## src/hdl/rcam_pkg.sv

```systemverilog
// Shared widths, codes and payload types of the rounded-corner alpha mask.
package rcam_pkg;

	localparam int COORD_W   = 12;  // pixel column / row
	localparam int DIM_W     = 13;  // image width / height register
	localparam int RAD_W     = 20;  // radius, 1/256 pixel
	localparam int CH_W      = 8;   // one colour channel
	localparam int DIST_W    = 21;  // dx, dy, 1/256 pixel
	localparam int SQ_W      = 2 * DIST_W;   // dx^2, dy^2
	localparam int D2_W      = SQ_W + 1;     // dx^2 + dy^2
	localparam int R2_W      = 2 * RAD_W;    // r^2
	localparam int ROOT_W    = (D2_W + 1) / 2;
	localparam int COV_W     = 9;   // coverage 0..256
	localparam int CFG_IDX_W = 2;

	localparam logic [CFG_IDX_W-1:0] CFG_IMG_W  = 2'd0;
	localparam logic [CFG_IDX_W-1:0] CFG_IMG_H  = 2'd1;
	localparam logic [CFG_IDX_W-1:0] CFG_RADIUS = 2'd2;

	localparam logic [RAD_W-1:0] PIX_ONE = 20'd256;  // one pixel in radius units
	localparam logic [COV_W-1:0] COV_ONE = 9'd256;   // full coverage

	typedef enum logic [1:0] {
		CLS_PASS,
		CLS_ZERO,
		CLS_SOFT
	} cls_t;

	typedef struct packed {
		logic [CH_W-1:0] red;
		logic [CH_W-1:0] green;
		logic [CH_W-1:0] blue;
		logic [CH_W-1:0] alpha;
	} pix_t;

	typedef struct packed {
		logic              byp;  // disabled or outside the corner squares
		logic [RAD_W-1:0]  r;
		logic [DIST_W-1:0] dx;
		logic [DIST_W-1:0] dy;
		pix_t              pix;
	} geo_t;

	typedef struct packed {
		cls_t             cls;
		logic [RAD_W-1:0] r;
		pix_t             pix;
	} side_t;

endpackage

```

## src/hdl/rcam_sqrt.sv

```systemverilog
// Pipelined integer square root, one root bit per stage, sideband carried along.
module rcam_sqrt (
	input  logic                          clk,
	input  logic                          arst_n,
	input  logic                          en,
	input  logic                          in_vld,
	input  logic [rcam_pkg::D2_W-1:0]     in_d2,
	input  rcam_pkg::side_t               in_side,
	output logic                          out_vld,
	output logic [rcam_pkg::ROOT_W-1:0]   out_root,
	output rcam_pkg::side_t               out_side
);
	import rcam_pkg::*;

	logic              vld_s  [ROOT_W];
	logic [D2_W-1:0]   rem_s  [ROOT_W];
	logic [ROOT_W-1:0] root_s [ROOT_W];
	side_t             side_s [ROOT_W];

	for (genvar k = 0; k < ROOT_W; k++) begin : g_stage
		localparam int BIT = ROOT_W - 1 - k;

		logic              vld_in;
		logic [D2_W-1:0]   rem_in;
		logic [ROOT_W-1:0] root_in;
		side_t             side_in;
		logic [D2_W:0]     trial;
		logic              take;

		if (k == 0) begin : g_first
			assign vld_in  = in_vld;
			assign rem_in  = in_d2;
			assign root_in = '0;
			assign side_in = in_side;
		end else begin : g_next
			assign vld_in  = vld_s[k-1];
			assign rem_in  = rem_s[k-1];
			assign root_in = root_s[k-1];
			assign side_in = side_s[k-1];
		end

		// (2*root + 2^BIT) * 2^BIT, i.e. (root + 2^BIT)^2 - root^2
		assign trial = ({{(D2_W+1-ROOT_W){1'b0}}, root_in} << (BIT + 1))
			+ ((D2_W+1)'(1) << (2 * BIT));
		assign take  = {1'b0, rem_in} >= trial;

		always_ff @(posedge clk or negedge arst_n) begin
			if (!arst_n) begin
				vld_s[k] <= 1'b0;
			end else if (en) begin
				vld_s[k] <= vld_in;
			end
		end

		always_ff @(posedge clk) begin
			if (en) begin
				rem_s[k]  <= take ? (rem_in - trial[D2_W-1:0]) : rem_in;
				root_s[k] <= take ? (root_in | (ROOT_W'(1) << BIT)) : root_in;
				side_s[k] <= side_in;
			end
		end
	end

	assign out_vld  = vld_s[ROOT_W-1];
	assign out_root = root_s[ROOT_W-1];
	assign out_side = side_s[ROOT_W-1];

endmodule

```

## config.mk

```make
export PLATFORM = sky130hd
export DESIGN_NAME = rcam_sqrt
export DESIGN_NICKNAME = d
export VERILOG_FILES = /design/src/hdl/rcam_pkg.sv /design/src/hdl/rcam_sqrt.sv
export SDC_FILE = /design/constraint.sdc
export NUM_CORES = 2
export LEC_CHECK = 0
export ABC_AREA = 1
export BUFFER_PORTS_ARGS = -buffer_cell sky130_fd_sc_hd__buf_2
export CAP_MARGIN = 20
export CORE_ASPECT_RATIO = 1.25
export CORE_UTILIZATION = 40
export DETAILED_ROUTE_END_ITERATION = 6
export PLACE_DENSITY = 0.67
export SYNTH_ARGS = -nofsm -noshare
export SYNTH_HDL_FRONTEND = slang
export SYNTH_SLANG_ARGS = --single-unit
```

## constraint.sdc

```tcl
create_clock -name clk -period 2.1 [get_ports clk]
set_input_delay 0.21 -clock clk [delete_from_list [all_inputs] [get_ports clk]]
set_output_delay 0.21 -clock clk [all_outputs]
set_load 0.005 [all_outputs]
```

==> results.md <==
Status:
- The flow ran to the end, but the final reports show violations.
- The final reports fail on DRC, setup timing.

Timing:
- The final-report hold violation count is 0.
- For the pin with the worst max-slew slack, the measured transition is 0.711 ns.
- The max-slew violation total from the final report is 0.
- In the post-route analysis, the smallest setup slack over all paths is -0.308 ns.
- The final critical-path required period is 2.41 ns.
- For the final routed database, the setup TNS stands at -57.98 ns.
- The share of the clock period used by the worst path is 1.15.
- Setup repair after global routing could not meet its margin everywhere.
- The number of endpoints failing setup at the final stage is 367.
- Across the routed clock network, the largest skew measured is 0.121 ns.
- The final hold slack is 0.0728 ns.
- The headroom to the max-slew limit is 0.522.
- The achievable clock frequency is 415 MHz.

Final layout:
- Measured on the finished design, the core utilization comes to 0.569.
- The synthesis-to-layout area growth is 41.1%.
- The proportion of layout cells with a drive suffix above 1 is 0.391.
- The post-layout instance count excluding filler cells is 14600.
- The net count of the finished layout is 11400.

Die:
- Row generation in the floorplan step produced 204 rows.
- The initial standard-cell utilization of the core is 0.403.
- The full die area is 252000 um^2.
- The height of the die is 561 um.
- The number of top-level pins is 178.
- The core footprint is 248000 um^2.
- The width of the chip is 449 um.

Synth:
- Of the synthesized area, sequential elements account for 0.709.
- The leading area contributor after synthesis is edfxtp_1.
- Summing every instance area after synthesis gives 100000 um^2.
- In the synthesized netlist the async set-or-reset flop fraction comes to 0.00930.
- Synthesis instantiated 61 different standard cells from the library.
- Ranked by total cell area, the synthesized netlist is headed by edfxtp_1, nand2_1, inv_1.
- The number of standard cells after synthesis is 8296.
- The Yosys step of the flow raised 0 warnings.
- Of the post-synthesis cell area, the dominant cell type holds 0.704.
- The post-synthesis net count is 8669.
- Averaged over all synthesized cells, the footprint is 12.1 um^2.
- The register bit count reported by yosys is 2366.
- By count the netlist is led by edfxtp_1, nand2_1, inv_1.
- In the post-synthesis netlist, the cell with the most instances is edfxtp_1.
- Counting flops with a built-in enable in the synthesized netlist gives 2344.
- The most used flip-flop cell after synthesis is edfxtp_1.

GRT:
- The initial antenna violation count is 8.
- The first-pass GRT wire length is 416 mm.
- The number of global-route vias before repair is 72600.
- The maximum number of pins on one net before global-route repair is 114.
- The overall routing resource usage is 0.218.
- The overflow left after global routing is 0.

Power and ir drop:
- The leakage power summed over all cells is 57.9 nW.
- After layout, the design draws a total of 139 mW.
- The power density over cell area is 982 nW/um^2.
- The worst-case IR drop observed on VDD is 1240 uV.

Routing:
- After detailed routing, the number of remaining DRC violations is 5.
- The first detailed-routing pass took 7 iterations.
- In this run the remaining antenna-violating nets after routing total 0.
- The mean number of vias per cell is 4.80.
- The total wire length is 283 mm.
- The initial DRC count is 4208.
- After detailed routing, the average wire length per cell comes to 19.5 um.
- Detailed routing inserted a total of 69900 vias.

CTS:
- The number of clock sinks seen by CTS is 2366.
- The latest clock arrival within the worst-skew pair is 0.91 ns.
- Buffers inserted during clock tree synthesis total 233.
- The root buffer cell chosen for the clock tree is clkbuf_16.
- In this run the deepest clock path goes through 4 buffers.
- The clock tree synthesis step divided the H-tree into 4 levels.
- The CTS tree is built.
- The clock transition at the registers of the reported paths is 0.06 ns.

Placement:
- In this run, placement finished with an instance count of 13500.
- The placer congestion estimate is 0.973.
- The number of I/O port buffers is 177.
- The wire-length estimate of the detail-placed layout is 204 mm.

Setup path:
- Along the worst path, the maximum fanout reaches 7.
- The endpoint identified for the worst register-to-register timing path is rem_s[2][144].
- The worst setup path is of the reg2reg kind.
- The worst register-to-register path has a setup slack of -0.31 ns.
- Data on the critical path is required at its endpoint by 2.70 ns.
- The cell count of the worst reg-to-reg path is 12.
- The worst register-to-register path begins at rem_s[2][110].
- The critical path startpoint is rem_s[2][110].
- Data on the critical path arrives at its endpoint at 3.01 ns.
- The endpoint class of the critical path is a register.
- The worst setup path is launched from a register.

Hold path:
- The class of the most critical hold timing path is in2reg.
- Along the worst hold path, the cell count comes to 2.
- The launch instance of the worst min-delay path is in_d2[23].
- The hold path endpoint is rem_s[0][23].

Job:
- Across the run, the number of max-cap violations was 0.
-- routing by layer --
metal / vias to the layer above / share of wire / global-route usage
li1: 34000 / - / -
met1: 33500 / 0.33 / 0.204
met2: 1529 / 0.55 / 0.423
met3: 837 / 0.029 / 0.0243
met4: 0 / 0.091 / 0.171
met5: - / 0 / 0
-- cell usage in the layout, fill, tap and decap left out, types with 27 or more instances in the layout --
master	synthesis	layout
nand3_2	7	68
nand2_4	3	176
a21oi_4	5	66
edfxtp_1	2344	2344
nand2_1	2120	1534
o21ai_4	0	32
buf_6	31	162
xor2_1	120	118
buf_12	0	79
clkinv_2	0	54
bufinv_16	0	27
nand3_1	375	294
clkbuf_1	9	31
a21oi_1	304	130
clkbuf_16	0	239
nand2_2	17	424
nor3_1	88	56
clkinv_1	0	38
nor2_4	6	75
nor2_2	20	112
dlygate4sd3_1	0	189
ha_1	271	88
a21oi_2	19	133
xnor2_1	113	99
buf_4	12	1933
buf_2	10	176
inv_1	1032	863
o21ai_2	41	82
inv_2	4	162
nand3b_1	50	50
ha_4	0	183
nor2_1	761	601
nand4_1	126	126
o21ai_0	174	94
nor4_1	71	67
-- through the flow --
| stage | instance area, um^2 | setup WS [ns] |
|---|---|---|
| global placement | 118000 | -1.07 |
| detailed placement | 118000 | -1.05 |
| floorplan | 100000 | 0.00781 |
| finish | 141000 | -0.308 |
| CTS | 137000 | -0.336 |
| global route | 141000 | -0.369 |
-- worst max-delay path, stage by stage, from the launching register on --
cell and delay (ns):
edfxtp_1 0.39, ha_1 0.37, nand2_2 0.16, inv_1 0.18
nand2_1 0.12, nor3_2 0.20, nand2_2 0.10, nand3_4 0.12
nor2_4 0.07, buf_12 0.14, buf_16 0.16, nand2_4 0.07
o21ai_4 0.07
-- layout make-up --
| type | instances | area, um^2 |
|---|---|---|
| fillers | 19800 | 107000 |
| flip-flops and latches | 2366 | 70900 |
| multi-input cells | 4837 | 33000 |
| repair buffers | 2567 | 21300 |
| clock buffers | 266 | 5970 |
| well taps | 3296 | 4120 |
| inverters | 1039 | 3980 |
| clock inverters | 161 | 1650 |
| repair inverters | 9 | 136 |
| diodes | 10 | 25.0 |
-- registers in the layout, summed over array words and instances, names as in the netlist --
| register | flops |
|---|---|
| g_stage.vld_in | 21 |
| out_vld | 1 |
| rem_s | 903 |
| root_s | 253 |
| side_s | 1188 |
-- repair_timing --
item | 4_1_cts | 5_1_grt
endpoints found under the hold margin | 336 | 0
setup buffers | 288 | 165
pin swaps | 407 | 315
hold buffers | 189 | 0
cloned | 30 | 10
gates resized for setup | 1476 | 777
endpoints found under the setup margin | 424 | 439
-- report_power, final --
group	internal (mW)	switching [mW]	total (mW)
Sequential	57.5	3.07	60.6
Clock	23.8	17.7	41.5
Combinational	17.1	19.3	36.4
Total	98.5	40.1	139
-- how the worst max path moves through the flow --
stage                                to  slack [ns]  cells past startpoint
after detailed placement  rem_s[2][176]       -1.05                     10
after global placement    rem_s[2][192]       -1.07                     10
after CTS                 rem_s[2][140]       -0.34                     16
after global routing      rem_s[2][160]       -0.37                     15
final                     rem_s[2][144]       -0.31                     12
after floorplan           rem_s[0][292]       0.008                     10
-- logic make-up (layout without fill, tap and decap cells) --
group           Yosys count  after routing  synth area share
simple gates           3684           3691             0.155
flops                  2366           2366             0.709
buf+inv                1101           4042            0.0443
compound gates          638            639            0.0369
fa+ha+maj               272            272            0.0341
xor+xnor                234            234            0.0206
other cells               1             11         0.0000375
(Power assumes the default switching activity.)
