===== src/hdl/rcam_pkg.sv =====
// Shared widths, codes and payload types of the rounded-corner alpha mask.
package rcam_pkg;

	localparam int COORD_W   = 12;  // pixel column / row
	localparam int DIM_W     = 13;  // image width / height register
	localparam int RAD_W     = 20;  // radius, 1/256 pixel
	localparam int CH_W      = 8;   // one colour channel
	localparam int DIST_W    = 21;  // dx, dy, 1/256 pixel
	localparam int SQ_W      = 2 * DIST_W;   // dx^2, dy^2
	localparam int D2_W      = SQ_W + 1;     // dx^2 + dy^2
	localparam int R2_W      = 2 * RAD_W;    // r^2
	localparam int ROOT_W    = (D2_W + 1) / 2;
	localparam int COV_W     = 9;   // coverage 0..256
	localparam int CFG_IDX_W = 2;

	localparam logic [CFG_IDX_W-1:0] CFG_IMG_W  = 2'd0;
	localparam logic [CFG_IDX_W-1:0] CFG_IMG_H  = 2'd1;
	localparam logic [CFG_IDX_W-1:0] CFG_RADIUS = 2'd2;

	localparam logic [RAD_W-1:0] PIX_ONE = 20'd256;  // one pixel in radius units
	localparam logic [COV_W-1:0] COV_ONE = 9'd256;   // full coverage

	typedef enum logic [1:0] {
		CLS_PASS,
		CLS_ZERO,
		CLS_SOFT
	} cls_t;

	typedef struct packed {
		logic [CH_W-1:0] red;
		logic [CH_W-1:0] green;
		logic [CH_W-1:0] blue;
		logic [CH_W-1:0] alpha;
	} pix_t;

	typedef struct packed {
		logic              byp;  // disabled or outside the corner squares
		logic [RAD_W-1:0]  r;
		logic [DIST_W-1:0] dx;
		logic [DIST_W-1:0] dy;
		pix_t              pix;
	} geo_t;

	typedef struct packed {
		cls_t             cls;
		logic [RAD_W-1:0] r;
		pix_t             pix;
	} side_t;

endpackage


===== src/hdl/rcam_dist.sv =====
// Stages 3-4: squared distance and radii, then inside / outside / soft band.
module rcam_dist (
	input  logic                        clk,
	input  logic                        arst_n,
	input  logic                        en,
	input  logic                        geo_vld,
	input  rcam_pkg::geo_t              geo,
	output logic                        d2_vld,
	output logic [rcam_pkg::D2_W-1:0]   d2,
	output rcam_pkg::side_t             side
);
	import rcam_pkg::*;

	logic [RAD_W-1:0]  r_m1;

	logic              vld_s3, hard_s3, byp_s3;
	logic [SQ_W-1:0]   dxx_s3, dyy_s3;
	logic [R2_W-1:0]   outer2_s3, inner2_s3;
	logic [RAD_W-1:0]  r_s3;
	pix_t              pix_s3;

	logic [D2_W-1:0]   d2_sum, outer2_x, inner2_x;
	cls_t              cls;

	logic              vld_s4;
	logic [D2_W-1:0]   d2_s4;
	side_t             side_s4;

	assign r_m1 = geo.r - PIX_ONE;

	always_ff @(posedge clk or negedge arst_n) begin
		if (!arst_n) begin
			vld_s3 <= 1'b0;
			vld_s4 <= 1'b0;
		end else if (en) begin
			vld_s3 <= geo_vld;
			vld_s4 <= vld_s3;
		end
	end

	always_ff @(posedge clk) begin
		if (en) begin
			dxx_s3    <= geo.dx * geo.dx;
			dyy_s3    <= geo.dy * geo.dy;
			outer2_s3 <= geo.r * geo.r;
			inner2_s3 <= r_m1 * r_m1;
			hard_s3   <= geo.r <= PIX_ONE;
			byp_s3    <= geo.byp;
			r_s3      <= geo.r;
			pix_s3    <= geo.pix;
		end
	end

	always_comb begin
		d2_sum   = {1'b0, dxx_s3} + {1'b0, dyy_s3};
		outer2_x = {{(D2_W-R2_W){1'b0}}, outer2_s3};
		inner2_x = {{(D2_W-R2_W){1'b0}}, inner2_s3};
		if (byp_s3) begin
			cls = CLS_PASS;
		end else if (hard_s3) begin
			cls = (d2_sum <= outer2_x) ? CLS_PASS : CLS_ZERO;
		end else if (d2_sum <= inner2_x) begin
			cls = CLS_PASS;
		end else if (d2_sum >= outer2_x) begin
			cls = CLS_ZERO;
		end else begin
			cls = CLS_SOFT;
		end
	end

	always_ff @(posedge clk) begin
		if (en) begin
			d2_s4       <= d2_sum;
			side_s4.cls <= cls;
			side_s4.r   <= r_s3;
			side_s4.pix <= pix_s3;
		end
	end

	assign d2_vld = vld_s4;
	assign d2     = d2_s4;
	assign side   = side_s4;

endmodule


===== config.mk =====
export PLATFORM = sky130hd
export DESIGN_NAME = rcam_dist
export DESIGN_NICKNAME = d
export VERILOG_FILES = /design/src/hdl/rcam_pkg.sv /design/src/hdl/rcam_dist.sv
export SDC_FILE = /design/constraint.sdc
export NUM_CORES = 2
export LEC_CHECK = 0
export ABC_AREA = 1
export BUFFER_PORTS_ARGS = -buffer_cell sky130_fd_sc_hd__buf_4
export CAP_MARGIN = 20
export CORE_MARGIN = 2
export CORE_UTILIZATION = 55
export CTS_BUF_LIST = sky130_fd_sc_hd__clkbuf_8
export DETAILED_ROUTE_END_ITERATION = 16
export PLACE_DENSITY = 0.72
export SETUP_SLACK_MARGIN = 0.02
export SYNTH_ARGS = -nofsm -noshare
export SYNTH_HDL_FRONTEND = slang
export SYNTH_SLANG_ARGS = --single-unit

===== constraint.sdc =====
create_clock -name clk -period 9.95 [get_ports clk]
set_input_delay 2.985 -clock clk [delete_from_list [all_inputs] [get_ports clk]]
set_output_delay 2.985 -clock clk [all_outputs]
set_load 0.02 [all_outputs]

==> results.rst <==
.. list-table::
   :header-rows: 1

   * - Metric
     - Value
   * - Run status
     - finished, final reports clean
   * - Number of I/O pins
     - 197
   * - Maximum fanout count along the critical path
     - 10
   * - Critical path capture point type
     - flop
   * - Cell count along the critical path
     - 29
   * - Total congestion overflow
     - 0
   * - CP most frequent cell
     - sky130_fd_sc_hd__inv_1
   * - Layout overhead on the synthesized area
     - 7.180%
   * - Logic depth of the worst register-to-register path
     - 25
   * - DP HPWL
     - 130.0 mm
   * - Cell at the root of the clock tree
     - sky130_fd_sc_hd__clkbuf_8
   * - MaxCap Viol Count
     - 0
   * - Mapped cell area
     - between 60000 and 70000 um2
   * - Post-cts hold buffer count
     - 0
   * - Slowest-stage cell, CP
     - sky130_fd_sc_hd__fa_1
   * - Clock slew at reported path FFs
     - approximately 70 ps
   * - Classification of the worst-slack hold path
     - flop to flop
   * - Iter 0 DRT Violations
     - around 2.8k
   * - Slew @ Worst Pin
     - ~1400 ps
   * - Number of standard cells after synthesis
     - just over 7k
   * - Fraction of final layout cells sized beyond drive strength 1
     - 0.05358
   * - Final count of hold timing violations
     - 0
   * - Number of clock sinks
     - between 300 and 400
   * - CTS tree
     - built
   * - Die height
     - approximately 340 um
   * - DR WL/cell
     - around 17 um
   * - Skew final
     - around 34 ps
   * - Instance count after placement with tap cells included
     - slightly below 9k
   * - Standard-cell row count
     - ~120
   * - Mean post-synth cell area
     - 8.726 um2
   * - Wire length of the first global-routing pass
     - roughly 250 mm
   * - Area of the placeable core
     - 112500 um2
   * - Slew Viols, Final
     - 0
   * - Gate family responsible for the most delay along the worst path
     - adder cells
   * - Number of antenna violations at the first check in global routing
     - 1
   * - Share of synthesized registers carrying an async set or reset
     - 0.006557
   * - Flip-flop and latch count after synthesis
     - 305
   * - FF-to-FF setup slack
     - 4830 ps
   * - Yosys warning total
     - 0
   * - Total global routing track utilization
     - 0.2743
   * - Pin count of the biggest net entering global routing
     - 115
   * - Remaining number of nets flagged by the antenna check after routing
     - 0
   * - Maximum clock frequency
     - around 110 MHz
   * - Fin cells
     - 8874
   * - Vias in the first global route
     - 49.23k
   * - Number of levels the H-tree was split into
     - 2
   * - Final setup violating endpoints
     - 0
   * - Portion of the post-synthesis area used by sequential elements
     - 0.1466
   * - Launch instance of the worst register-to-register path
     - dxx_s3[4]
   * - Final total negative setup slack
     - 0 ps
   * - Total vias in the final route
     - 45.69k
   * - Chip width
     - approximately 340 um
   * - GP Congestion
     - 0.9637
   * - Arrival time reported for the critical path endpoint
     - between 9000 and 10000 ps
   * - Number of vias per cell after detailed routing
     - just over 5
   * - Tcrit/Tclk final
     - 0.9271
   * - Setup crit start kind
     - input port
   * - Cell depth of the worst min-delay path
     - 0
   * - RSZ-0062 raised after global routing
     - no
   * - Final routed DRC violation total
     - 0
   * - Minimum clock period
     - approximately 9200 ps
   * - Detailed-router iteration count before antenna repair
     - 6
   * - Worst setup path startpoint
     - geo[82]
   * - Die outline area
     - 116200 um2
   * - Mapped Nets
     - a little over 9k
   * - Number of cells upsized or downsized after cts
     - 0
   * - Req. time, crit path
     - roughly 10000 ps
   * - Number of buffer cells added on primary ports
     - 196
   * - Worst path bufs/invs
     - 11
   * - Critical Setup Path Class
     - input port to flop
   * - Number of synthesized flops with an enable pin
     - between 300 and 400
   * - Relative slew slack
     - 0.05107
   * - Design area
     - around 67000 um2
   * - Number of distinct library cells after synthesis
     - 54
   * - Synth Flop Type
     - sky130_fd_sc_hd__edfxtp_1
   * - Buffer levels on the longest clock path
     - 3
   * - Worst-skew pair later-pin latency
     - 690 ps
   * - Hold_ws
     - ~420 ps
   * - Effective utilization at floorplan
     - 0.5547
   * - Total routed wirelength
     - between 150 and 200 mm
   * - Capture point of the worst reg-to-reg path
     - side[53]
   * - Placement Cell Area
     - approximately 66000 um2
   * - Setup Fix Bufs, Post-CTS
     - 0
   * - Number of buffers created by CTS
     - 52
   * - Maximum cell stage delay along the critical path
     - ~540 ps
   * - Crit path to
     - inner2_s3[36]
   * - Final-stage net count
     - 9285
layer usage:
layer  up-vias  part of all wire  track usage
met1     22350              0.42       0.3683
met2      1473              0.48       0.4660
met5         -          0.000085            0
met3       342             0.061      0.03108
li1      21520                 -            -
met4         2             0.038      0.09022
how the worst min path moves through the flow:
stage                     slack, ps        from  endpoint
after global routing            420  pix_s3[11]  side[11]
after floorplan                 400   pix_s3[0]   side[0]
after global placement          400  pix_s3[12]  side[12]
after CTS                       420    r_s3[19]  side[51]
final                           420  pix_s3[10]  side[10]
after detailed placement        400  pix_s3[20]  side[20]
synth_stat cells, types with 18 or more instances:
cell	n	area, um2
sky130_fd_sc_hd__xor2_1	141	1235
sky130_fd_sc_hd__a21oi_1	223	1116
sky130_fd_sc_hd__a31oi_1	53	331.6
sky130_fd_sc_hd__fa_1	1161	23240
sky130_fd_sc_hd__o21bai_1	18	135.1
sky130_fd_sc_hd__nand2_1	1271	4771
sky130_fd_sc_hd__ha_1	692	8658
sky130_fd_sc_hd__nand4_1	22	137.6
sky130_fd_sc_hd__nor3_1	37	185.2
sky130_fd_sc_hd__nor2_1	450	1689
sky130_fd_sc_hd__a21o_1	32	240.2
sky130_fd_sc_hd__inv_1	2165	8127
sky130_fd_sc_hd__nand3_1	103	515.5
sky130_fd_sc_hd__xnor2_1	85	744.5
sky130_fd_sc_hd__edfxtp_1	303	9099
sky130_fd_sc_hd__clkbuf_1	129	484.2
sky130_fd_sc_hd__o21ai_0	96	480.5
sky130_fd_sc_hd__o21ai_1	19	95.09
area by class of cell:
cell class | instances | area, um2
Tap cell | 1500 | 1877
Antenna cell | 2 | 5.005
Fill cell | 9776 | 45610
Clock inverter | 41 | 320.3
Multi-Input combinational cell | 4525 | 44540
Inverter | 2174 | 8162
Clock buffer | 52 | 715.7
Timing Repair Buffer | 275 | 2117
Sequential cell | 305 | 9149
cell usage in the layout (no fill, tap or decap), types with 10 or more instances in the layout:
master                     instances
sky130_fd_sc_hd__a21oi_1         223
sky130_fd_sc_hd__clkbuf_8         52
sky130_fd_sc_hd__o21bai_1         18
sky130_fd_sc_hd__o21ai_0          96
sky130_fd_sc_hd__clkinv_2         10
sky130_fd_sc_hd__inv_1          2176
sky130_fd_sc_hd__o21a_1           11
sky130_fd_sc_hd__edfxtp_1        303
sky130_fd_sc_hd__nand4_1          22
sky130_fd_sc_hd__xor2_1          140
sky130_fd_sc_hd__nand2_1        1271
sky130_fd_sc_hd__nor4_1           17
sky130_fd_sc_hd__fa_1           1161
sky130_fd_sc_hd__nor3_1           37
sky130_fd_sc_hd__clkinv_1         15
sky130_fd_sc_hd__buf_4           271
sky130_fd_sc_hd__nor2_1          450
sky130_fd_sc_hd__xnor2_1          85
sky130_fd_sc_hd__nand3_1         103
sky130_fd_sc_hd__o21ai_1          19
sky130_fd_sc_hd__ha_1            692
sky130_fd_sc_hd__or2_2            12
sky130_fd_sc_hd__a21o_1           32
sky130_fd_sc_hd__a31oi_1          53
cells by family (layout without fill, tap and decap cells):
logic type	after synthesis	count (layout)	share of synthesized area
AOI/OAI and AO/OA	513	513	0.04814
xor gates and xnor gates	227	227	0.03198
adders and majority gates	1853	1853	0.5112
buffers and inverters	2322	2542	0.1398
DFF	305	305	0.1466
other	0	2	0
and+or+nand+nor	1932	1932	0.1223
flip-flops by register name, summed over array words and instances, names as in the netlist:
register and cells:
side 54, d2 43, dxx_s3 41, dyy_s3 41, outer2_s3 39, inner2_s3 32
pix_s3 32, r_s3 19, byp_s3 1, d2_vld 1, hard_s3 1, vld_s3 1
metrics by stage:
| stage | utilization | worst slack, ps |
|---|---|---|
| 3_5_place_dp | 0.5850 | 23.21 |
| 6_report | 0.5946 | 725.2 |
| 4_1_cts | 0.5942 | 769.9 |
| 2_1_floorplan | - | 65.30 |
| 3_3_place_gp | 0.5849 | 218.1 |
| 5_1_grt | 0.5945 | 342.9 |
worst reg2reg max path, cell delays in order (launching register included):
cell and delay [ps]:
sky130_fd_sc_hd__edfxtp_1 410, sky130_fd_sc_hd__ha_1 380, sky130_fd_sc_hd__nand2_1 130, sky130_fd_sc_hd__nand3_2 110, sky130_fd_sc_hd__nand2_1 80, sky130_fd_sc_hd__nand2_1 90
sky130_fd_sc_hd__a21oi_2 290, sky130_fd_sc_hd__nor2_1 90, sky130_fd_sc_hd__nor2_1 200, sky130_fd_sc_hd__o21bai_1 150, sky130_fd_sc_hd__a31oi_1 230, sky130_fd_sc_hd__xor2_1 840
sky130_fd_sc_hd__ha_1 410, sky130_fd_sc_hd__nand2_1 60, sky130_fd_sc_hd__inv_1 60, sky130_fd_sc_hd__nand3_1 70, sky130_fd_sc_hd__nand3_1 70, sky130_fd_sc_hd__a21oi_1 150
sky130_fd_sc_hd__nor2_1 60, sky130_fd_sc_hd__nor2_1 240, sky130_fd_sc_hd__nand2_1 110, sky130_fd_sc_hd__nand2_1 60, sky130_fd_sc_hd__nand2_1 50, sky130_fd_sc_hd__nand2_1 70
sky130_fd_sc_hd__nand3_1 110, sky130_fd_sc_hd__nor3_2 370
Power is not shown: default switching activity piles up to over one toggle a cycle in this logic, so the estimate is an artifact.
