**config.mk**
```make
export PLATFORM = sky130hd
export DESIGN_NAME = rcam_out_flat
export DESIGN_NICKNAME = d
export VERILOG_FILES = /design/src/hdl/rcam_pkg.sv /design/src/hdl/rcam_ifs.sv /design/src/hdl/rcam_out.sv /design/src/flat_wrapper.sv
export SDC_FILE = /design/constraint.sdc
export NUM_CORES = 1
export LEC_CHECK = 0
export BUFFER_PORTS_ARGS = -buffer_cell sky130_fd_sc_hd__buf_2
export CAP_MARGIN = 20
export CORE_MARGIN = 3
export CORE_UTILIZATION = 53
export DETAILED_ROUTE_END_ITERATION = 6
export PLACE_DENSITY = 0.73
export SLEW_MARGIN = 20
export SYNTH_ARGS = -nofsm -noshare
export SYNTH_HDL_FRONTEND = slang
export SYNTH_SLANG_ARGS = --single-unit
```
**constraint.sdc**
```tcl
create_clock -name clk -period 6.1 [get_ports clk]
set_input_delay 0.61 -clock clk [delete_from_list [all_inputs] [get_ports clk]]
set_output_delay 0.61 -clock clk [all_outputs]
set_load 0.01 [all_outputs]
```
**src/hdl/rcam_pkg.sv**
```systemverilog
// Shared widths, codes and payload types of the rounded-corner alpha mask.
package rcam_pkg;

	localparam int COORD_W   = 12;  // pixel column / row
	localparam int DIM_W     = 13;  // image width / height register
	localparam int RAD_W     = 20;  // radius, 1/256 pixel
	localparam int CH_W      = 8;   // one colour channel
	localparam int DIST_W    = 21;  // dx, dy, 1/256 pixel
	localparam int SQ_W      = 2 * DIST_W;   // dx^2, dy^2
	localparam int D2_W      = SQ_W + 1;     // dx^2 + dy^2
	localparam int R2_W      = 2 * RAD_W;    // r^2
	localparam int ROOT_W    = (D2_W + 1) / 2;
	localparam int COV_W     = 9;   // coverage 0..256
	localparam int CFG_IDX_W = 2;

	localparam logic [CFG_IDX_W-1:0] CFG_IMG_W  = 2'd0;
	localparam logic [CFG_IDX_W-1:0] CFG_IMG_H  = 2'd1;
	localparam logic [CFG_IDX_W-1:0] CFG_RADIUS = 2'd2;

	localparam logic [RAD_W-1:0] PIX_ONE = 20'd256;  // one pixel in radius units
	localparam logic [COV_W-1:0] COV_ONE = 9'd256;   // full coverage

	typedef enum logic [1:0] {
		CLS_PASS,
		CLS_ZERO,
		CLS_SOFT
	} cls_t;

	typedef struct packed {
		logic [CH_W-1:0] red;
		logic [CH_W-1:0] green;
		logic [CH_W-1:0] blue;
		logic [CH_W-1:0] alpha;
	} pix_t;

	typedef struct packed {
		logic              byp;  // disabled or outside the corner squares
		logic [RAD_W-1:0]  r;
		logic [DIST_W-1:0] dx;
		logic [DIST_W-1:0] dy;
		pix_t              pix;
	} geo_t;

	typedef struct packed {
		cls_t             cls;
		logic [RAD_W-1:0] r;
		pix_t             pix;
	} side_t;

endpackage

```
**src/hdl/rcam_ifs.sv**
```systemverilog


interface rcam_out_if;
	logic                      valid;
	logic                      ready;
	logic [rcam_pkg::CH_W-1:0] red_out;
	logic [rcam_pkg::CH_W-1:0] green_out;
	logic [rcam_pkg::CH_W-1:0] blue_out;
	logic [rcam_pkg::CH_W-1:0] alpha_out;

	modport source (
		output valid, red_out, green_out, blue_out, alpha_out,
		input  ready
	);
	modport sink (
		input  valid, red_out, green_out, blue_out, alpha_out,
		output ready
	);
endinterface

```
**src/hdl/rcam_out.sv**
```systemverilog
// Coverage stage, channel scaling and the output register with skid entry.
module rcam_out (
	input  logic                          clk,
	input  logic                          arst_n,
	input  logic                          en,
	input  logic                          in_vld,
	input  logic [rcam_pkg::ROOT_W-1:0]   in_root,
	input  rcam_pkg::side_t               in_side,
	output logic                          full,
	rcam_out_if.source                    pix_out
);
	import rcam_pkg::*;

	function automatic logic [CH_W-1:0] scale(input logic [CH_W-1:0] v,
	                                         input logic [CH_W-1:0] cov);
		logic [16:0] prod;
		prod  = 17'(v) * 17'(cov) + 17'd128;
		return prod[15:8];
	endfunction

	logic              below;
	logic [RAD_W-1:0]  diff;
	logic [COV_W-1:0]  cov;
	cls_t              cls_res;

	logic              vld_s27;
	cls_t              cls_s27;
	logic [CH_W-1:0]   cov_s27;
	pix_t              pix_s27;

	pix_t              res;
	logic              take, push;

	logic              out_vld_q, skid_vld_q;
	pix_t              out_q, skid_q;

	// coverage = r - floor(sqrt(d2)), clamped to 0..256
	always_comb begin
		below = in_root < {{(ROOT_W-RAD_W){1'b0}}, in_side.r};
		diff  = in_side.r - in_root[RAD_W-1:0];
		if (!below) begin
			cov = '0;
		end else if (diff > {{(RAD_W-COV_W){1'b0}}, COV_ONE}) begin
			cov = COV_ONE;
		end else begin
			cov = diff[COV_W-1:0];
		end
		cls_res = in_side.cls;
		if (in_side.cls == CLS_SOFT) begin
			if (cov == '0) begin
				cls_res = CLS_ZERO;
			end else if (cov == COV_ONE) begin
				cls_res = CLS_PASS;
			end
		end
	end

	always_ff @(posedge clk or negedge arst_n) begin
		if (!arst_n) begin
			vld_s27 <= 1'b0;
		end else if (en) begin
			vld_s27 <= in_vld;
		end
	end

	always_ff @(posedge clk) begin
		if (en) begin
			cls_s27 <= cls_res;
			cov_s27 <= cov[CH_W-1:0];
			pix_s27 <= in_side.pix;
		end
	end

	always_comb begin
		case (cls_s27)
			CLS_PASS: res = pix_s27;
			CLS_SOFT: begin
				res.red   = scale(pix_s27.red,   cov_s27);
				res.green = scale(pix_s27.green, cov_s27);
				res.blue  = scale(pix_s27.blue,  cov_s27);
				res.alpha = scale(pix_s27.alpha, cov_s27);
			end
			default:  res = '0;
		endcase
	end

	assign take = out_vld_q && pix_out.ready;
	assign push = en && vld_s27;

	always_ff @(posedge clk or negedge arst_n) begin
		if (!arst_n) begin
			out_vld_q  <= 1'b0;
			skid_vld_q <= 1'b0;
		end else if (skid_vld_q) begin
			if (take) begin
				skid_vld_q <= 1'b0;
			end
		end else if (push) begin
			if (out_vld_q && !take) begin
				skid_vld_q <= 1'b1;
			end else begin
				out_vld_q <= 1'b1;
			end
		end else if (take) begin
			out_vld_q <= 1'b0;
		end
	end

	always_ff @(posedge clk) begin
		if (skid_vld_q) begin
			if (take) begin
				out_q <= skid_q;
			end
		end else if (push) begin
			if (out_vld_q && !take) begin
				skid_q <= res;
			end else begin
				out_q <= res;
			end
		end
	end

	assign full              = skid_vld_q;
	assign pix_out.valid     = out_vld_q;
	assign pix_out.red_out   = out_q.red;
	assign pix_out.green_out = out_q.green;
	assign pix_out.blue_out  = out_q.blue;
	assign pix_out.alpha_out = out_q.alpha;

endmodule
```
**src/flat_wrapper.sv**
```systemverilog
// flat-port wrapper written by rule: the top's interface ports become plain ports
module rcam_out_flat import rcam_pkg::*;
  (clk, arst_n, en, in_vld, in_root, in_side, full, pix_out_valid, pix_out_red_out, pix_out_green_out, pix_out_blue_out, pix_out_alpha_out, pix_out_ready);
  rcam_out_if pix_out_i ();
  input  logic clk;
  input  logic arst_n;
  input  logic en;
  input  logic in_vld;
  input  logic [rcam_pkg::ROOT_W-1:0] in_root;
  input  rcam_pkg::side_t in_side;
  output logic full;
  output wire logic [$bits(pix_out_i.valid)-1:0] pix_out_valid;
  output wire logic [$bits(pix_out_i.red_out)-1:0] pix_out_red_out;
  output wire logic [$bits(pix_out_i.green_out)-1:0] pix_out_green_out;
  output wire logic [$bits(pix_out_i.blue_out)-1:0] pix_out_blue_out;
  output wire logic [$bits(pix_out_i.alpha_out)-1:0] pix_out_alpha_out;
  input wire logic [$bits(pix_out_i.ready)-1:0] pix_out_ready;
  assign pix_out_valid = pix_out_i.valid;
  assign pix_out_red_out = pix_out_i.red_out;
  assign pix_out_green_out = pix_out_i.green_out;
  assign pix_out_blue_out = pix_out_i.blue_out;
  assign pix_out_alpha_out = pix_out_i.alpha_out;
  assign pix_out_i.ready = pix_out_ready;
  rcam_out u_core (.clk(clk), .arst_n(arst_n), .en(en), .in_vld(in_vld), .in_root(in_root), .in_side(in_side), .full(full), .pix_out(pix_out_i));
endmodule
```
==> impl_metrics.toml, run 1 <==
[outcome]
outcome = "complete, no violations"

[setup_path]
worstPathMaxFanout = 26
critical_path_arrival_ps = 5790
reg2reg_slack_ps = 440
start_kind = "register"
worstPathRequired_ps = 6230
r2r_end = "u_core.pix_out.alpha_out[7]$_DFFE_PP_"
worst_setup_path_end_kind = "register"
r2r_cells = 17
crit_type = "register to register"
r2r-start = "u_core.cov_s27[4]$_DFFE_PP_"

[clock_tree]
cts_made_buffers = 9
cts_buffer_depth = 2
cts_root_buf = "clkbuf_16"
post_cts_resized = 0
h-tree-depth = 3
hold_buffers = 0
clock-sinks = 109
cts_setup_buffers = 0
clock_latency_ps = 370
cts_tree = "yes"
clkTransAtPathRegs_ps = 90

[grt]
grt_use_met2_pct = 42.03
grt_max_degree = 58
grt_use_met3_pct = 2.408
grt_usage_pct = 22.38
grt_first_pass_wirelength_um = 51540
use_met1_pct = 26.87
antenna_found_initial = 0
grt_pass1_vias = 10762
grt_overflow_total = 0
grt_busiest_layer = "met2"

[flow_run]
maxCapViolCount = 0

[sta]
period_needed_ps = 5655
clock.fmax_ghz = 0.1768
hold_violations = 0
maxSlewHeadroom_pct = 42.56
tightest_slew_ps = 861.6
setup-violations-final = 0
fin_setup_tns_ps = 0
skew_ps = 9.415
rsz0062_at_grt = "false"
fin_crit_sh_pct = 92.71
final-max-slew-violation-count = 0

[cells_and_area]
antenna_cells = 0
nets = 1932
stdcell_area_um2 = 15030
areaGrowthSynthToFinish_pct = 9.143
instances_no_fill = 1858
drive_gt1_share_pct = 10.93

[floorplan]
core_area_um2 = 25330
die_w_um = 167.2
die_h_um = 167.2
initial_core_util_pct = 54.36
rows = 58
io_pins = 115
die-area_um2 = 27950

[power_and_ir_drop]
finalPower_mw = 4.563
p_leak_nw = 7.321
ir_drop_mv = 0.2464
power.density_nw_per_um2 = 303.7

[detailed_routing]
avgViaCountPerCell = 5.505
drt_wl_total_um = 30590
avgRoutedWirePerCell_um = 16.46
drcViolationCount = 0
via_count = 10229
first_pass_iters = 5
ant_nets = 0
first_iter_violations = 594

[placement]
globalplace.congestion = 0.8569
place_inst = 1842
io_buffer_count = 114
placed_area_um2 = 14710
dp_hpwl_um = 23660

[synthesis]
async_reset_ff_share_pct = 2.752
ys_types = 69
synth_edf_count = 106
synth_flop_cell = "edfxtp_1"
ys_warn_count = 0
synth_seq_cells = 109
synth_nets = 1838
ys_seq_area_share_pct = 23.67
syn_area_per_cell_um2 = 9.634
syn_inst = 1429
syn_area_um2 = 13770

[min_path]
hold_class = "primary input to asynchronous set/reset pin"
==> cell usage after synthesis (all sizes together), types with 11 or more instances <==
| cell | instances | share of area [%] |
|---|---|---|
| a21o | 11 | 0.60 |
| a21oi | 38 | 1.4 |
| and2 | 165 | 7.5 |
| and3 | 15 | 0.68 |
| clkbuf | 41 | 1.1 |
| edfxtp | 106 | 23 |
| fa | 141 | 21 |
| ha | 187 | 17 |
| inv | 238 | 6.5 |
| mux2 | 12 | 0.98 |
| mux2i | 20 | 1.5 |
| nand2 | 139 | 3.8 |
| nor2 | 59 | 1.6 |
| nor3 | 23 | 0.84 |
| o21ai | 33 | 1.2 |
| o31ai | 25 | 1.4 |
| xnor2 | 24 | 1.5 |
| xor2 | 11 | 0.70 |
==> worst max-delay path, cell delays in order, from the launching register on <==
cell      delay [ps]
edfxtp_1         920
nand2_1          170
fa_1             510
fa_1             490
inv_1             50
fa_1             520
inv_1             50
fa_1             530
inv_1             40
ha_1             290
nand4b_1         110
o22ai_1          120
o41a_1           390
a41o_1           320
o41ai_1          320
xnor2_1          170
o21ai_1           90
mux2_1           300
==> routing by layer <==
layer / routed length [um] / vias to the layer above
met3: 1020 / 50
met2: 16460 / 227
met1: 12380 / 5047
met5: 0 / -
met4: 725 / 0
li1: - / 4905
==> placed cells by master, fill, tap and decap left out, types with 4 or more instances in the layout <==
master,instances
a32o_1,4
mux2_1,4
nand2b_1,10
a21oi_1,37
o21bai_1,4
o21ai_0,21
xor2_1,11
or3_1,6
o21ai_1,11
o31ai_1,25
a31oi_1,4
fa_1,141
nand3_1,10
and2_1,165
nor3_1,23
buf_4,18
a211oi_1,7
mux2_2,8
buf_2,114
nor2_1,59
xnor2_1,24
a21o_1,11
o41ai_1,5
and3_1,15
mux2i_1,20
o21a_1,9
o211ai_1,6
nor2b_1,8
inv_1,238
clkbuf_16,9
ha_1,187
edfxtp_1,106
nand2_1,139
==> cell type report <==
cell class | count | area, um^2
fill | 2172 | 10300
multi-input combinational | 1033 | 9438
sequential | 109 | 3259
inverter | 238 | 893.4
timing repair buffer | 132 | 705.7
tap | 330 | 412.9
clock buffer | 9 | 225.2
clock inverter | 7 | 91.34
==> stage by stage <==
stage | worst slack, ps | hold WS (ps) | utilization, %
6_report | 444.7 | 15.79 | 59.33
5_1_grt | 118.6 | 10.56 | 59.33
2_1_floorplan | 938.2 | 314.4 | -
3_5_place_dp | 450.5 | 408.3 | 58.08
4_1_cts | 437.1 | 7.501 | 59.33
3_3_place_gp | 598.4 | 409.8 | 58.08
==> registers in the layout, summed over array words and instances (netlist names) <==
name / cells
u_core.pix_s27: 32
u_core.skid_q: 32
u_core.cov_s27: 8
u_core.pix_out.alpha_out: 8
u_core.pix_out.blue_out: 8
u_core.pix_out.green_out: 8
u_core.pix_out.red_out: 8
u_core.cls_s27: 2
u_core.full: 1
u_core.pix_out.valid: 1
u_core.vld_s27: 1
==> how the worst max path moves through the flow <==
stage                                 from                               endpoint
3_3_place_gp   u_core.cov_s27[4]$_DFFE_PP_  u_core.pix_out.alpha_out[7]$_DFFE_PP_
5_1_grt        u_core.cov_s27[4]$_DFFE_PP_  u_core.pix_out.alpha_out[7]$_DFFE_PP_
2_1_floorplan  u_core.cov_s27[1]$_DFFE_PP_  u_core.pix_out.alpha_out[5]$_DFFE_PP_
6_report       u_core.cov_s27[4]$_DFFE_PP_  u_core.pix_out.alpha_out[7]$_DFFE_PP_
4_1_cts        u_core.cov_s27[4]$_DFFE_PP_  u_core.pix_out.green_out[7]$_DFFE_PP_
3_5_place_dp   u_core.cov_s27[4]$_DFFE_PP_  u_core.pix_out.green_out[7]$_DFFE_PP_
==> power breakdown <==
group / internal (mW) / leakage [nW] / switching, mW / total, mW
Sequential: 1.01 / 1.04 / 0.0946 / 1.11
Combinational: 1.22 / 6.12 / 1.60 / 2.82
Clock: 0.301 / 0.153 / 0.339 / 0.640
Total: 2.53 / 7.32 / 2.03 / 4.56
==> cell families after synthesis <==
group,count (synthesis),synth area share (%)
simple gates,459,17.30
compound gates,179,9.025
flops,109,23.67
mux,32,2.436
fa+ha+maj,328,37.50
xor+xnor,35,2.227
buf+inv,287,7.852
(Power assumes the default switching activity.)
==> inputs of run 2 (changes only) <==
--- a/config.mk
+++ b/config.mk
@@ -6,7 +6,6 @@
 export NUM_CORES = 1
 export LEC_CHECK = 0
 export BUFFER_PORTS_ARGS = -buffer_cell sky130_fd_sc_hd__buf_2
-export CAP_MARGIN = 20
 export CORE_MARGIN = 3
 export CORE_UTILIZATION = 53
 export DETAILED_ROUTE_END_ITERATION = 6
==> constraint.sdc (replaced) <==
create_clock -name clk -period 6.85 [get_ports clk]
set_input_delay 0.685 -clock clk [delete_from_list [all_inputs] [get_ports clk]]
set_output_delay 0.685 -clock clk [all_outputs]
set_load 0.01 [all_outputs]
==> impl_metrics.toml, run 2 (synthesized netlist as in run 1, its figures left out) <==
[outcome]
outcome = "complete, no violations"

[placement]
io_buffer_count = 114
globalplace.congestion = 0.8583
placed_area_um2 = 14620
place_ws_ps = 935.7
dp_hpwl_um = 23170

[clock_tree]
h-tree-depth = 3
cts_tree = "yes"
cts_setup_buffers = 0
post_cts_resized = 0
clock-sinks = 109
cts_made_buffers = 9
cts_root_buf = "clkbuf_16"
clock_latency_ps = 380
cts_buffer_depth = 2
clkTransAtPathRegs_ps = 90
hold_buffers = 0

[detailed_routing]
via_count = 10155
drcViolationCount = 0
drt_wl_total_um = 30250
ant_nets = 0
first_pass_iters = 6
avgRoutedWirePerCell_um = 16.39
first_iter_violations = 651
avgViaCountPerCell = 5.501

[cells_and_area]
nets = 1920
areaGrowthSynthToFinish_pct = 8.452
final_cell_mix = "inv_1 (238), ha_1 (187), and2_1 (165)"
nFillCells = 2210
drive_gt1_share_pct = 10.22
layout_commonest_cell = "inv_1"
stdcell_area_um2 = 14930
largestRegisters = "u_core.pix_s27: 32 flops, u_core.skid_q: 32 flops"
utilization_pct = 58.95
antenna_cells = 0

[flow_run]
maxCapViolCount = 0

[sta]
clock.fmax_ghz = 0.1683
hold_violations = 0
maxSlewHeadroom_pct = 29.67
rsz0062_at_grt = "false"
skew_ps = 20.92
period_needed_ps = 5941
tightest_slew_ps = 1055
setup-violations-final = 0
fin_crit_sh_pct = 86.73
fin_setup_tns_ps = 0
final-max-slew-violation-count = 0
fin_ws_ps = 909.0

[floorplan]
core_area_um2 = 25330
die_h_um = 167.2
die-area_um2 = 27950
rows = 58
io_pins = 115
die_w_um = 167.2
initial_core_util_pct = 54.36

[setup_path]
crit_type = "register to register"
worstPathMaxFanout = 32
start_kind = "register"
worstPathRequired_ps = 6970
critical_path_arrival_ps = 6060
worst_setup_path_end_kind = "register"

[grt]
grt_usage_pct = 22.42
grt_pass1_vias = 10924
grt_max_degree = 61
antenna_found_initial = 0
grt_overflow_total = 0
grt_first_pass_wirelength_um = 51830

[min_path]
hold_class = "primary input to asynchronous set/reset pin"

[power_and_ir_drop]
finalPower_mw = 4.057
ir_drop_mv = 0.1947
p_leak_nw = 7.261
power.density_nw_per_um2 = 271.7
run 2: cell count changes in the layout (fill, tap and decap cells not counted):
cell / previous run / this run
buf_4: 18 / 6
clkinv_4: 0 / 2
inv_12: 2 / 1
inv_6: 3 / 1
inv_8: 0 / 1
run 2: routing by layer:
metal | part of all wire [%] | routed length (um) | GRT usage [%]
met1 | 40 | 12040 | 25.90
met2 | 54 | 16290 | 43.24
met5 | 0 | 0 | 0
met3 | 3.6 | 1075 | 2.337
met4 | 2.8 | 845 | 7.364
run 2: metrics by stage:
step / cells / hold slack [ps]
floorplan: 1429 / 389.4
global placement: 1830 / 485.2
detailed placement: 1830 / 485.7
CTS: 1846 / 85.41
global route: 1846 / 86.84
finish: 1846 / 98.65
run 2: cell type report:
class                   instances  area [um^2]  share of cell area [%]
repair buffers                120        615.6                   4.123
clock buffers                   9        225.2                   1.508
well taps                     330        412.9                   2.765
multi-input cells            1033         9438                   63.21
inverters                     238        893.4                   5.983
flip-flops and latches        109         3259                   21.83
clock inverters                 7        86.33                  0.5782
run 2: worst paths after layout:
| kind | start | end | slack [ps] | cells past startpoint |
|---|---|---|---|---|
| max | u_core.cov_s27[5]$_DFFE_PP_ | u_core.pix_out.alpha_out[7]$_DFFE_PP_ | 910 | 17 |
| min in group clk | in_side[0] | u_core.pix_s27[0]$_DFFE_PP_ | 470 | 1 |
| min | arst_n | u_core.full$_DFF_PN0_ | 100 | 1 |
| max reg2reg | u_core.cov_s27[5]$_DFFE_PP_ | u_core.pix_out.alpha_out[7]$_DFFE_PP_ | 910 | 17 |
| max in group asynchronous | arst_n | u_core.full$_DFF_PN0_ | 6630 | 1 |
| min reg2reg | u_core.skid_q[30]$_DFFE_PP_ | u_core.pix_out.red_out[6]$_DFFE_PP_ | 530 | 2 |
run 2: worst max-delay path, cell delays in order, from the launching register on:
cell	delay [ps]
edfxtp_1	1040
nand2_1	210
fa_1	550
fa_1	490
inv_1	60
fa_1	540
inv_1	60
fa_1	530
inv_1	40
ha_1	290
nand4b_1	100
o22ai_1	110
o41a_1	400
a41o_1	300
o41ai_1	400
xnor2_1	190
o21ai_1	100
mux2_1	290
run 2: report_power, final:
group	switching (mW)	leakage [nW]	internal [mW]
registers	0.131	1.04	0.901
clock network	0.299	0.151	0.264
logic	1.38	6.07	1.08
==> inputs of run 3 (changes only) <==
--- a/config.mk
+++ b/config.mk
@@ -5,11 +5,13 @@
 export SDC_FILE = /design/constraint.sdc
 export NUM_CORES = 1
 export LEC_CHECK = 0
-export BUFFER_PORTS_ARGS = -buffer_cell sky130_fd_sc_hd__buf_2
 export CORE_MARGIN = 3
 export CORE_UTILIZATION = 53
 export DETAILED_ROUTE_END_ITERATION = 6
-export PLACE_DENSITY = 0.73
+export DONT_BUFFER_PORTS = 1
+export GPL_TIMING_DRIVEN = 0
+export PLACE_DENSITY = 0.69
+export RECOVER_POWER = 100
 export SLEW_MARGIN = 20
 export SYNTH_ARGS = -nofsm -noshare
 export SYNTH_HDL_FRONTEND = slang
==> impl_metrics.toml, run 3 (synthesized netlist as in run 1, its figures left out) <==
[setup_path]
cp_top_family = "adder cells"
path_buf_inv = 5
r2r_cells = 19
cp.depth = 19
critical_path_arrival_ps = 6140
max_stage_delay_ps = 530
worstPathMaxFanout = 10
crit_type = "register to register"
worst_setup_path_end_kind = "register"
crit_chain = "clkbuf_1 > clkbuf_1 > nand2_1 > fa_1 > fa_1 > inv_1 > fa_1 > inv_1 > fa_1 > inv_1 > ha_1 > nand4b_1 > o22ai_1 > o41a_1 > a41o_1 > o41ai_1 > xnor2_1 > o21ai_0 > mux2_1"
worstPathRequired_ps = 6970
start_kind = "register"
cp_slowest_cell = "fa_1"
worst_path_most_repeated_cell = "fa_1"

[cells_and_area]
seq_area_um2 = 3258
nets = 1855
stdcell_area_um2 = 14490
areaGrowthSynthToFinish_pct = 5.253
drive_gt1_share_pct = 2.274
multi_input_area_um2 = 9407
layout_commonest_cell = "inv_1"
final_cell_mix = "inv_1 (238), ha_1 (187), and2_1 (164)"
largestRegisters = "u_core.pix_s27: 32 flops, u_core.skid_q: 32 flops"
antenna_cells = 0
nFillCells = 2296

[clock_tree]
clock-sinks = 109
cts_made_buffers = 9
h-tree-depth = 3
cts_root_buf = "clkbuf_16"
clock_latency_ps = 360
post_cts_resized = 0
cts_tree = "yes"
cts_buffer_depth = 2
clkTransAtPathRegs_ps = 80

[sta]
skew_ps = 12.19
tightest_slew_ps = 985.0
final-max-slew-violation-count = 0
hold_violations = 0
fin_setup_tns_ps = 0
period_needed_ps = 6020
maxSlewHeadroom_pct = 34.33
rsz0062_at_grt = "false"
fin_ws_ps = 830.0
setup-violations-final = 0
fin_crit_sh_pct = 87.88
clock.fmax_ghz = 0.1661

[floorplan]
core_area_um2 = 25330
rows = 58
die-area_um2 = 27950
die_h_um = 167.2
initial_core_util_pct = 54.36
die_w_um = 167.2
io_pins = 115

[flow_run]
maxCapViolCount = 0

[detailed_routing]
first_pass_iters = 5
drt_wl_total_um = 32150
avgViaCountPerCell = 5.623
ant_nets = 0
drcViolationCount = 0
first_iter_violations = 550
via_count = 10015
avgRoutedWirePerCell_um = 18.05

[placement]
globalplace.congestion = 0.9039
dp_hpwl_um = 25440
io_buffer_count = 0
place_ws_ps = 875.3
placed_area_um2 = 14240

[power_and_ir_drop]
ir_drop_mv = 0.2480
power.density_nw_per_um2 = 276.2
finalPower_mw = 4.002
p_leak_nw = 6.835

[grt]
grt_pass1_vias = 10569
grt_use_met3_pct = 3.565
grt_usage_pct = 23.35
grt_use_met2_pct = 43.17
grt_overflow_total = 0
grt_first_pass_wirelength_um = 52660
use_met1_pct = 28.82
grt_busiest_layer = "met2"
grt_max_degree = 45
antenna_found_initial = 2

[min_path]
hold_class = "primary input to register"
holdPathStages = 0

[outcome]
outcome = "complete, no violations"
-- run 3: cell types whose count changed in the layout (fill, tap and decap cells not counted), sizes merged --
cell and delta:
dlygate4sd3 +1, clkinvlp +1, clkbuf +47, buf -113
inv -1
-- run 3: area by class of cell --
| cell class | instances | share of cell area, % |
|---|---|---|
| Timing Repair Buffer | 6 | 0.1986 |
| Buffer | 49 | 1.295 |
| Clock buffer | 9 | 1.554 |
| Multi-Input combinational cell | 1033 | 64.92 |
| Inverter | 238 | 6.165 |
| Tap cell | 330 | 2.850 |
| Sequential cell | 109 | 22.49 |
| Clock inverter | 7 | 0.5354 |
-- run 3: per-stage QoR --
| step | cells | util, % | hold slack (ps) |
|---|---|---|---|
| detailed placement | 1764 | 56.23 | 389.5 |
| global placement | 1759 | 55.99 | 389.5 |
| floorplan | 1429 | - | 389.4 |
| CTS | 1781 | 57.47 | 396.1 |
| global route | 1781 | 57.21 | 389.1 |
| finish | 1781 | 57.21 | 409.5 |
-- run 3: metal layers --
metal	vias up	wire, um
li1	4739	-
met1	4979	13530
met2	248	16550
met3	47	1449
met4	2	616
met5	-	7
-- run 3: final timing paths --
check / start / to / slack, ps
setup reg to reg: u_core.cov_s27[1]$_DFFE_PP_ / u_core.pix_out.alpha_out[7]$_DFFE_PP_ / 830
hold reg to reg: u_core.vld_s27$_DFFE_PN0P_ / u_core.vld_s27$_DFFE_PN0P_ / 530
hold / removal: in_side[9] / u_core.pix_s27[9]$_DFFE_PP_ / 410
max in group asynchronous: arst_n / u_core.vld_s27$_DFFE_PN0P_ / 6140
min in group asynchronous: arst_n / u_core.full$_DFF_PN0_ / 560
setup / recovery: u_core.cov_s27[1]$_DFFE_PP_ / u_core.pix_out.alpha_out[7]$_DFFE_PP_ / 830
-- run 3: report_power, final --
group	internal, mW	leakage, nW	total [mW]	switching, mW
registers	0.906	1.05	1.02	0.112
clock network	0.259	0.144	0.536	0.277
logic	1.03	5.65	2.45	1.42
total	2.20	6.83	4.00	1.81
-- run 3: repair_timing --
action                                 in CTS  in global routing
endpoints found under the hold margin       3                  0
buffers inserted                            0                  0
hold buffers                                1                  0
